--- config.mk ---
export PLATFORM = sky130hd
export DESIGN_NAME = slip_frame_decoder
export DESIGN_NICKNAME = d
export VERILOG_FILES = /design/src/design/sfd_pkg.sv /design/src/design/sfd_cfg.sv /design/src/design/sfd_core.sv /design/src/design/slip_frame_decoder.sv
export SDC_FILE = /design/constraint.sdc
export NUM_CORES = 1
export LEC_CHECK = 0
export ABC_AREA = 1
export BUFFER_PORTS_ARGS = -buffer_cell sky130_fd_sc_hd__buf_2
export CAP_MARGIN = 20
export CORE_UTILIZATION = 44
export CTS_BUF_LIST = sky130_fd_sc_hd__clkbuf_8
export CTS_CLUSTER_DIAMETER = 50
export DETAILED_ROUTE_END_ITERATION = 7
export PLACE_DENSITY = 0.62
export SYNTH_ARGS = -nofsm -noshare
export SYNTH_HDL_FRONTEND = slang
export SYNTH_SLANG_ARGS = --single-unit
--- constraint.sdc ---
create_clock -name clk_i -period 4.34 [get_ports clk_i]
set_input_delay 0.434 -clock clk_i [delete_from_list [all_inputs] [get_ports clk_i]]
set_output_delay 0.434 -clock clk_i [all_outputs]
set_load 0.01 [all_outputs]
--- src/design/sfd_pkg.sv ---
// Shared types and constants for the SLIP frame decoder.
// Depends on nothing; every other design file imports it.

package sfd_pkg;

  localparam logic [7:0] SEP_BYTE     = 8'hC0;
  localparam logic [7:0] ESC_BYTE     = 8'hDB;
  localparam logic [7:0] ESC_SEP_BYTE = 8'hDC;
  localparam logic [7:0] ESC_ESC_BYTE = 8'hDD;

  localparam int unsigned MaxLenW  = 16;
  localparam int unsigned TimeoutW = 20;
  localparam int unsigned IdleW    = 21;
  localparam int unsigned CfgDataW = 20;

  localparam logic [MaxLenW-1:0]  MAX_FRAME_LEN_RST = 16'd256;
  localparam logic [TimeoutW-1:0] IDLE_TIMEOUT_RST  = 20'd1000;

  localparam logic       REQ_BYTE = 1'b0;
  localparam logic       REQ_TICK = 1'b1;

  localparam logic       CFG_MAX_FRAME_LEN = 1'b0;
  localparam logic       CFG_IDLE_TIMEOUT  = 1'b1;

  typedef enum logic [1:0] {
    KIND_DATA     = 2'd0,
    KIND_END      = 2'd1,
    KIND_BADESC   = 2'd2,
    KIND_OVERFLOW = 2'd3
  } sfd_kind_e;

  typedef struct packed {
    logic       req_type;
    logic [7:0] rx_byte;
  } sfd_in_beat_t;

  typedef struct packed {
    sfd_kind_e          out_kind;
    logic [7:0]         out_byte;
    logic [MaxLenW-1:0] frame_length;
  } sfd_out_beat_t;

  typedef struct packed {
    logic [MaxLenW-1:0]  max_frame_len;
    logic [TimeoutW-1:0] idle_timeout;
  } sfd_cfg_t;

  typedef struct packed {
    logic               in_frame;
    logic               escape_pending;
    logic [MaxLenW-1:0] payload_count;
    logic [IdleW-1:0]   idle_ticks;
  } sfd_state_t;

endpackage

--- src/design/sfd_cfg.sv ---
// Configuration registers of the SLIP frame decoder.
// Depends on sfd_pkg for the register layout and reset values.

module sfd_cfg import sfd_pkg::*; (
  input  logic                clk_i,
  input  logic                rst_ni,
  input  logic                cfg_we_i,
  input  logic                cfg_index_i,
  input  logic [CfgDataW-1:0] cfg_wdata_i,
  output sfd_cfg_t            cfg_o
);

  sfd_cfg_t cfg_q;

  always_ff @(posedge clk_i or negedge rst_ni) begin
    if (!rst_ni) begin
      cfg_q.max_frame_len <= MAX_FRAME_LEN_RST;
      cfg_q.idle_timeout  <= IDLE_TIMEOUT_RST;
    end else if (cfg_we_i) begin
      unique case (cfg_index_i)
        CFG_MAX_FRAME_LEN: cfg_q.max_frame_len <= cfg_wdata_i[MaxLenW-1:0];
        CFG_IDLE_TIMEOUT:  cfg_q.idle_timeout  <= cfg_wdata_i[TimeoutW-1:0];
        default:           cfg_q               <= cfg_q;
      endcase
    end
  end

  assign cfg_o = cfg_q;

endmodule

--- src/design/sfd_core.sv ---
// Single-pass decode of one beat: timeout, hunting, unescaping and limits.
// Depends on sfd_pkg; purely combinational, state is held by the top level.

module sfd_core import sfd_pkg::*; (
  input  sfd_in_beat_t  beat_i,
  input  sfd_state_t    state_i,
  input  sfd_cfg_t      cfg_i,
  output sfd_state_t    state_d_o,
  output logic          res_valid_o,
  output sfd_out_beat_t res_o
);

  always_comb begin
    sfd_state_t    st;
    sfd_out_beat_t res;
    logic          res_valid;
    logic          store;
    logic [7:0]    ch;

    st        = state_i;
    res       = '0;
    res_valid = 1'b0;
    store     = 1'b0;
    ch        = beat_i.rx_byte;

    if (beat_i.req_type == REQ_TICK) begin
      if (st.idle_ticks != {IdleW{1'b1}}) begin
        st.idle_ticks = st.idle_ticks + 1'b1;
      end
    end else begin
      if (state_i.idle_ticks > {1'b0, cfg_i.idle_timeout}) begin
        st.in_frame       = 1'b0;
        st.escape_pending = 1'b0;
        st.payload_count  = '0;
      end
      st.idle_ticks = '0;

      if (!st.in_frame) begin
        if (beat_i.rx_byte == SEP_BYTE) begin
          st.in_frame       = 1'b1;
          st.escape_pending = 1'b0;
          st.payload_count  = '0;
        end
      end else if (beat_i.rx_byte == SEP_BYTE) begin
        st.escape_pending = 1'b0;
        if (st.payload_count != '0) begin
          res_valid        = 1'b1;
          res.out_kind     = KIND_END;
          res.frame_length = st.payload_count;
          st.in_frame      = 1'b0;
          st.payload_count = '0;
        end
      end else if (st.escape_pending) begin
        st.escape_pending = 1'b0;
        if (beat_i.rx_byte == ESC_SEP_BYTE) begin
          ch    = SEP_BYTE;
          store = 1'b1;
        end else if (beat_i.rx_byte == ESC_ESC_BYTE) begin
          ch    = ESC_BYTE;
          store = 1'b1;
        end else begin
          res_valid        = 1'b1;
          res.out_kind     = KIND_BADESC;
          st.in_frame      = 1'b0;
          st.payload_count = '0;
        end
      end else if (beat_i.rx_byte == ESC_BYTE) begin
        st.escape_pending = 1'b1;
      end else begin
        store = 1'b1;
      end

      if (store) begin
        res_valid = 1'b1;
        if (st.payload_count < cfg_i.max_frame_len) begin
          st.payload_count = st.payload_count + 1'b1;
          res.out_kind     = KIND_DATA;
          res.out_byte     = ch;
        end else begin
          res.out_kind      = KIND_OVERFLOW;
          st.in_frame       = 1'b0;
          st.escape_pending = 1'b0;
          st.payload_count  = '0;
        end
      end
    end

    state_d_o   = st;
    res_valid_o = res_valid;
    res_o       = res;
  end

endmodule

--- src/design/slip_frame_decoder.sv ---
// SLIP receive decoder: takes one line byte or time tick per beat and returns
// decoded payload bytes, frame ends with their length, and error beats.
// Depends on sfd_pkg, sfd_cfg and sfd_core.
//
// A beat is taken in every cycle in which input stall is low. It is held in an
// input register, decoded in one pass of logic against the frame state, and
// lands in the result register when that register is empty or not stalled,
// from which it is presented on the output port. Ticks and bytes that
// produce nothing leave no result beat. Input stall is raised only while the
// input register is full and the result register is full and stalled.
// Configuration writes must happen while no beat is in flight.

module slip_frame_decoder import sfd_pkg::*; (
  input  logic                clk_i,
  input  logic                rst_ni,
  input  logic                cfg_we_i,
  input  logic                cfg_index_i,
  input  logic [CfgDataW-1:0] cfg_wdata_i,
  input  logic                in_valid_i,
  output logic                in_stall_o,
  input  sfd_in_beat_t        in_beat_i,
  output logic                out_valid_o,
  input  logic                out_stall_i,
  output sfd_out_beat_t       out_beat_o
);

  sfd_cfg_t      cfg;
  sfd_state_t    state_q, state_d;
  sfd_in_beat_t  s1_q;
  logic          s1_valid_q;
  sfd_out_beat_t out_q, res;
  logic          out_valid_q, res_valid;
  logic          out_ready, s1_adv, in_acc;

  sfd_cfg u_cfg (
    .clk_i       (clk_i),
    .rst_ni      (rst_ni),
    .cfg_we_i    (cfg_we_i),
    .cfg_index_i (cfg_index_i),
    .cfg_wdata_i (cfg_wdata_i),
    .cfg_o       (cfg)
  );

  sfd_core u_core (
    .beat_i      (s1_q),
    .state_i     (state_q),
    .cfg_i       (cfg),
    .state_d_o   (state_d),
    .res_valid_o (res_valid),
    .res_o       (res)
  );

  assign out_ready  = !out_valid_q || !out_stall_i;
  assign s1_adv     = s1_valid_q && out_ready;
  assign in_stall_o = s1_valid_q && !out_ready;
  assign in_acc     = in_valid_i && !in_stall_o;

  always_ff @(posedge clk_i or negedge rst_ni) begin
    if (!rst_ni) begin
      s1_valid_q  <= 1'b0;
      out_valid_q <= 1'b0;
      state_q     <= '0;
    end else begin
      if (in_acc) begin
        s1_valid_q <= 1'b1;
      end else if (s1_adv) begin
        s1_valid_q <= 1'b0;
      end
      if (s1_adv) begin
        out_valid_q <= res_valid;
        state_q     <= state_d;
      end else if (out_ready) begin
        out_valid_q <= 1'b0;
      end
    end
  end

  always_ff @(posedge clk_i) begin
    if (in_acc) begin
      s1_q <= in_beat_i;
    end
    if (s1_adv && res_valid) begin
      out_q <= res;
    end
  end

  assign out_valid_o = out_valid_q;
  assign out_beat_o  = out_q;

`ifndef NO_ASSERTIONS
  a_esc_in_frame: assert property (@(posedge clk_i) disable iff (!rst_ni)
    state_q.escape_pending |-> state_q.in_frame)
    else $error("escape pending outside a frame");

  a_count_in_frame: assert property (@(posedge clk_i) disable iff (!rst_ni)
    (state_q.payload_count != '0) |-> state_q.in_frame)
    else $error("payload count held outside a frame");

  a_close_leaves_frame: assert property (@(posedge clk_i) disable iff (!rst_ni)
    (s1_adv && res_valid && res.out_kind != KIND_DATA) |=> !state_q.in_frame)
    else $error("frame state kept after frame end or error");

  a_end_has_length: assert property (@(posedge clk_i) disable iff (!rst_ni)
    (out_valid_o && out_beat_o.out_kind == KIND_END) |-> (out_beat_o.frame_length != '0))
    else $error("frame end with zero length");

  a_no_beat_when_stalled: assert property (@(posedge clk_i) disable iff (!rst_ni)
    (out_valid_o && out_stall_i) |=> out_valid_o)
    else $error("result beat dropped while stalled");
`endif

endmodule
==> flow_summary.json, run 1 <==
{
  "hp-start": "in_beat_i[5]",
  "leakage_nw": 3.85,
  "routed_wl_um": 14900,
  "drtIter0Drc": 389,
  "setup_violations": 0,
  "multi_input_area_mm2": 0.00296,
  "port_buffers": 62,
  "gp_congestion": 0.878,
  "power_density_mw_per_mm2": 361,
  "worst_slew_pin_slew_ps": 988,
  "dp_hpwl_um": 10800,
  "async_flop_share_pct": 68.8,
  "hold_viol": 0,
  "rows": 44,
  "ys_ff_latch": 112,
  "stdcell_area_mm2": 0.00746,
  "fin_worst_skew_ps": 7.41,
  "grt_max_degree": 78,
  "cts_sinks": 112,
  "die_area_mm2": 0.0154,
  "critPathArrivalTime_ps": 4120,
  "ys_types": 49,
  "num_antenna_cells": 0,
  "core-area_mm2": 0.0145,
  "criticalPathCategory": "reg2reg",
  "period_needed_ps": 3970,
  "path_clk_slew_ps": 110,
  "seqCellArea_mm2": 0.00299,
  "setup-tns-final_ps": 0,
  "firstDrtPassIters": 5,
  "grt_overflow": 0,
  "syn2layout_area_growth_pct": 13.8,
  "clock_latency_ps": 400,
  "clockBufferDepth": 2,
  "critPathLaunchType": "register",
  "die_w_um": 124,
  "path_buf_inv": 2,
  "fill_cells": 1432,
  "vias": 5389,
  "yosysSeqAreaShare_pct": 45.6,
  "crit_family": "simple AND/OR/NAND/NOR gates",
  "start_util_pct": 45.1,
  "ios": 63,
  "cts_tree": "yes",
  "antenna_found_initial": 0,
  "r2r-start": "u_cfg.cfg_o[8]",
  "ctsRootBufferMaster": "clkbuf_8",
  "synth_edf_count": 35,
  "synth.cell_area_mm2": 0.00655,
  "syn_nets": 877,
  "dpl-instance-area_mm2": 0.00713,
  "drtAntennaViolNets": 0,
  "grt_pass1_wl_um": 23700,
  "fmax_mhz": 252,
  "crit_path_top_delay_cell": "dfstp_2",
  "cpMostUsedCell": "nand2_1",
  "cts_made_buffers": 9,
  "slew_headroom_pct": 34.0,
  "synthCells": 805,
  "dieHeight_um": 124,
  "yosys_warnings": 0,
  "num-nets-final": 955,
  "post_drt_wl_per_cell_um": 13.9,
  "cp_max_fo": 13,
  "route.detailed.drc": 0,
  "htree_levels": 3,
  "grt_use_total_pct": 20.4,
  "hp-class": "in2reg",
  "cp-end-kind": "register",
  "synthFlopType": "dfrtp_1",
  "avgSynthCellArea_um2": 8.14,
  "worst_path_largest_cell_delay_ps": 540,
  "first_global_vias": 4793,
  "power_mw": 2.69,
  "maxSlewViolCount": 0,
  "vdd_drop_max_v": 0.000187,
  "viasPerCell": 5.03,
  "period_share_pct": 91.5,
  "drive_gt1_share_pct": 18.2,
  "max-cap-violations": 0,
  "required_ps": 4490,
  "status": "finished clean",
  "startpoint": "u_cfg.cfg_o[8]"
}
[synth_stat cells (2+ instances only)]
library cell,n,area [um2]
a211oi_1,2,15.0
a21oi_1,30,150
a221oi_1,2,17.5
a31oi_1,2,12.5
buf_1,2,7.51
buf_2,3,15.0
buf_6,4,45.0
clkbuf_1,12,45.0
dfrtp_1,70,1750
dfstp_2,7,184
edfxtp_1,35,1050
ha_1,37,463
inv_1,131,492
inv_2,8,30.0
nand2_1,184,691
nand2_2,14,87.6
nand2_4,5,56.3
nand3_1,37,185
nand4_1,16,100
nor2_1,65,244
nor2_2,6,37.5
nor2_4,5,56.3
nor3_1,15,75.1
nor3_2,2,20.0
nor4_1,5,31.3
nor4b_1,2,17.5
o21ai_0,58,290
o21ai_1,8,40.0
o311ai_0,3,26.3
o311ai_1,3,26.3
o31ai_1,6,45.0
xnor2_1,3,26.3
xor2_1,7,61.3
[logic make-up (layout without fill, tap and decap cells)]
group	count (synthesis)	in the layout	synth area share [%]
compound gates	121	121	10.6
xor+xnor	10	10	1.34
fa+ha+maj	37	37	7.07
buf+inv	162	244	9.84
flops	112	112	45.6
simple gates	363	364	25.6
[per-stage QoR]
stage / util (%) / instances / hold slack (ps) / worst slack, ps
after global placement: 49.1 / 1049 / 468 / 254
after detailed placement: 49.1 / 1049 / 474 / 87.7
after CTS: 50.5 / 1065 / 178 / 63.8
after floorplan: - / 805 / 138 / 695
after global routing: 51.3 / 1072 / 185 / -0.933
final: 51.3 / 1072 / 202 / 368
[cell usage in the layout, fill, tap and decap left out, types with 16 or more instances in the layout]
cell type and count:
nand2_1 182, inv_1 131, nand4_1 16, nor2_1 65, o21ai_0 58, nand3_1 37
edfxtp_1 35, buf_4 23, buf_2 61, a21oi_1 30, dfrtp_1 70, ha_1 37
[where the power goes]
group | internal [mW] | total (mW) | switching, mW
sequential | 1.19 | 1.27 | 0.0767
clock | 0.279 | 0.671 | 0.392
combinational | 0.276 | 0.751 | 0.475
[state kept, by name, summed over array words and instances (netlist names)]
name	cells
state_q	39
u_cfg.cfg_o	36
out_beat_o	26
s1_valid_q	1
out_valid_o	1
s1_q	9
[path summary, 6_finish.rpt]
check | depth (start not counted) | end | slack (ps)
max | 27 | out_beat_o[25] | 370
min | 1 | s1_q[5] | 200
max reg2reg | 27 | out_beat_o[25] | 370
min reg2reg | 2 | u_cfg.cfg_o[33] | 490
max in group asynchronous | 3 | u_cfg.cfg_o[8] | 3340
min in group asynchronous | 2 | state_q[3] | 390
[area by class of cell]
type                    count  share of cell area, %
flip-flops and latches    112                   40.1
multi-input cells         532                   39.7
repair buffers             87                   7.18
inverters                 141                   7.13
well taps                 184                   3.09
clock buffers               9                   1.66
clock inverters             7                   1.16
[worst register-to-register path, cell delays in order, from the launching register on]
cell,delay (ps)
dfstp_2,540
inv_1,40
ha_1,290
nand2_1,100
nor2_1,110
nand2_1,70
nor2_2,90
nand2_1,80
nand3_4,150
nand2_8,130
nand2_1,190
nand4_1,110
nor2_1,90
nand2_1,90
nand2_2,80
nand2_2,90
a21oi_4,190
nand2_1,120
inv_1,70
ha_1,230
a21oi_1,130
nor2_1,50
a211oi_1,170
nand2_1,90
nand2_2,90
nand2_1,90
nand2_4,130
a21oi_1,110
[per-layer routing]
metal  track usage, %  vias to the layer above  wire length (um)
met3             3.48                       28               683
met5                0                        -                 0
met2             33.3                      146              7020
met1             26.5                     2446              6810
met4             8.85                        0               368
li1                 -                     2769                 -
[timing repair]
| item | in CTS | in global routing |
|---|---|---|
| hold buffers | 0 | 1 |
| endpoints found under the setup margin | 0 | 25 |
| endpoints found under the hold margin | 0 | 5 |
| setup buffers | 0 | 4 |
| gates resized for setup | 0 | 5 |
No activity file was read; power rests on OpenSTA's default activity.
==> run 2, diff against run 1 <==
--- a/config.mk
+++ b/config.mk
@@ -5,14 +5,13 @@
 export SDC_FILE = /design/constraint.sdc
 export NUM_CORES = 1
 export LEC_CHECK = 0
-export ABC_AREA = 1
 export BUFFER_PORTS_ARGS = -buffer_cell sky130_fd_sc_hd__buf_2
 export CAP_MARGIN = 20
 export CORE_UTILIZATION = 44
 export CTS_BUF_LIST = sky130_fd_sc_hd__clkbuf_8
 export CTS_CLUSTER_DIAMETER = 50
 export DETAILED_ROUTE_END_ITERATION = 7
-export PLACE_DENSITY = 0.62
+export PLACE_DENSITY = 0.63
 export SYNTH_ARGS = -nofsm -noshare
 export SYNTH_HDL_FRONTEND = slang
 export SYNTH_SLANG_ARGS = --single-unit
==> run 2 against run 1 <==
- the run now ends with DRC left
- clock power grew 15%
- sequential cell count unchanged
- sequential share of layout area is 2.8 points higher
- combinational power is 24% lower
==> flow_summary.json, run 2 <==
{
  "status": "finished with violations",
  "violations": "DRC",
  "largest_register": "state_q",
  "crit_path_top_delay_cell": "or3_4",
  "gr-usage-met1_pct": 26.2,
  "drive_gt1_share_pct": 24.4,
  "max-cap-violations": 0,
  "yosys.area.top_type_share_pct": 29.4,
  "die_area_mm2": 0.0140,
  "ctsRootBufferMaster": "clkbuf_8",
  "num-nets-final": 728,
  "worst_hold_slack_ps": 48.2,
  "ctsHoldBuffers": 0,
  "synthFlopType": "dfrtp_1",
  "htree_levels": 3,
  "largest_register_ffs": 39,
  "synth.cell_area_mm2": 0.00596,
  "grt_max_degree": 51,
  "avgSynthCellArea_um2": 10.2,
  "cp-end-kind": "register",
  "use_met2_pct": 32.7,
  "dieHeight_um": 118,
  "ios": 63,
  "cp_max_fo": 8,
  "power_density_mw_per_mm2": 379,
  "fmax_mhz": 243,
  "dp_hpwl_um": 9490,
  "die_w_um": 118,
  "grt_overflow": 0,
  "syn_nets": 654,
  "maxSlewViolCount": 0,
  "netlist_top_cells_area": "dfrtp_1 29%, edfxtp_1 18%, ha_1 7.8%, mux2_2 4.0%, and2_1 3.6%",
  "num_antenna_cells": 0,
  "period_share_pct": 95.0,
  "yosysTopAreaCell": "dfrtp_1",
  "dp_slack_ps": -31.3,
  "hp-class": "in2async",
  "drtAntennaViolNets": 0,
  "cts_sinks": 112,
  "criticalPathCategory": "reg2reg",
  "routed_wl_um": 13300,
  "crit_chain": "ha_1 > nand4_1 > nor4_4 > nand3_1 > or3_4 > a21boi_4 > buf_6 > buf_4 > and2_4 > ha_2 > nand4_1 > nor2_1 > a22oi_2 > nand2_2 > a21o_4 > a211oi_4 > buf_6 > a41oi_1 > a31oi_1",
  "first_global_vias": 4455,
  "vdd_drop_max_v": 0.000153,
  "route.detailed.drc": 1,
  "post_drt_wl_per_cell_um": 15.9,
  "slew_headroom_pct": 38.2,
  "grt_use_met3_pct": 2.70,
  "mostFrequentLayoutCells": "69 x dfrtp_1, 63 x buf_2, 55 x nand2_1",
  "required_ps": 4660,
  "period_needed_ps": 4120,
  "drtIter0Drc": 190,
  "antenna_found_initial": 0,
  "yosysSeqAreaShare_pct": 50.1,
  "setup_violations": 0,
  "grt_pass1_wl_um": 21900,
  "ys_types": 61,
  "synthCells": 582,
  "cts_tree": "yes",
  "mostFrequentLayoutCell": "dfrtp_1",
  "worst_slew_pin_slew_ps": 925,
  "start_util_pct": 45.0,
  "fill_cells": 1235,
  "ys_ff_latch": 112,
  "placedCellCount": 810,
  "core-area_mm2": 0.0132,
  "fin_worst_skew_ps": 10.2,
  "power_mw": 2.65,
  "viasPerCell": 5.44,
  "worst_path_largest_cell_delay_ps": 440,
  "firstDrtPassIters": 8,
  "syn2layout_area_growth_pct": 17.2,
  "port_buffers": 62,
  "yosys_warnings": 0,
  "critPathArrivalTime_ps": 4450,
  "fin_cells": 837,
  "synth_edf_count": 35,
  "synth.most_common_cell": "dfrtp_1",
  "grt_use_total_pct": 19.8,
  "dpl-instance-area_mm2": 0.00648,
  "rows": 42,
  "vias": 4556,
  "critPathLaunchType": "register",
  "grt-busiest-layer": "met2",
  "clockBufferDepth": 2,
  "path_clk_slew_ps": 110,
  "leakage_nw": 3.12,
  "setup_ws_ps": 217,
  "async_flop_share_pct": 68.8,
  "yosys-top-cells-count": "70 x dfrtp_1, 56 x nand2_1, 45 x inv_1",
  "rsz0062_at_grt": "true",
  "stdcell_area_mm2": 0.00698,
  "cts_made_buffers": 9,
  "hold_viol": 0,
  "gp_congestion": 0.860,
  "clock_latency_ps": 400
}
-- run 2: cell count changes in the layout (fill, tap and decap cells not counted), moves of 14 or more --
cell	previous run	this run
nor2_1	65	38
nand3_1	37	21
inv_1	131	45
nand2_1	182	55
o21ai_0	58	36
and2_1	0	33
nand2_2	15	1
mux2_2	0	21
-- run 2: stage by stage --
stage	TNS, ps	utilization, %
after detailed placement	-117	49.0
after global placement	0	49.0
after CTS	0	51.0
after global routing	-7.20	52.7
final	0	52.7
after floorplan	0	-
-- run 2: path summary, 6_finish.rpt --
kind	start	to	slack, ps	cells past startpoint
worst min-delay path	rst_ni	out_valid_o	50	1
max in group asynchronous	rst_ni	state_q[17]	3170	2
worst min register to register	u_cfg.cfg_o[15]	u_cfg.cfg_o[15]	510	1
worst max-delay path	state_q[15]	state_q[27]	220	19
min in group clk_i	in_beat_i[0]	s1_q[0]	200	1
worst max register to register	state_q[15]	state_q[27]	220	19
-- run 2: logic make-up (layout without fill, tap and decap cells) --
group,Yosys count,after routing,synth area share [%]
xor gates and xnor gates,16,16,2.35
buffers and inverters,63,142,4.07
and+or+nand+nor,221,221,19.6
DFF,112,112,50.1
muxes,22,22,4.14
AOI/OAI and AO/OA,111,111,11.9
adders and majority gates,37,37,7.77
-- run 2: repair_timing --
action	4_1_cts	5_1_grt
pin swaps	1	10
setup buffers	2	8
gates resized for setup	1	28
gates cloned	0	1
endpoints found under the setup margin	10	24
-- run 2: layer usage --
metal	up-vias	part of all wire [%]
met1	2184	44
met3	22	4.1
met4	0	2.3
li1	2223	-
met5	-	0
met2	127	49
-- run 2: power by group --
part | internal (mW) | switching (mW)
clock | 0.390 | 0.381
sequential | 1.21 | 0.0922
combinational | 0.231 | 0.338
-- run 2: layout make-up --
cell class | instances | area, um2 | share of cell area [%]
clock buffers | 9 | 124 | 1.77
inverters | 45 | 169 | 2.42
flip-flops and latches | 112 | 2990 | 42.8
multi-input cells | 407 | 2890 | 41.4
repair buffers | 81 | 462 | 6.61
well taps | 176 | 220 | 3.15
clock inverters | 7 | 125 | 1.79
-- run 2: worst max-delay path: cells and delay by family, from the launching register on --
family | cells | cell delay, ps
simple gates | 8 | 1480
compound gates | 6 | 1150
fa+ha+maj | 2 | 590
flops | 1 | 420
buf+inv | 3 | 390
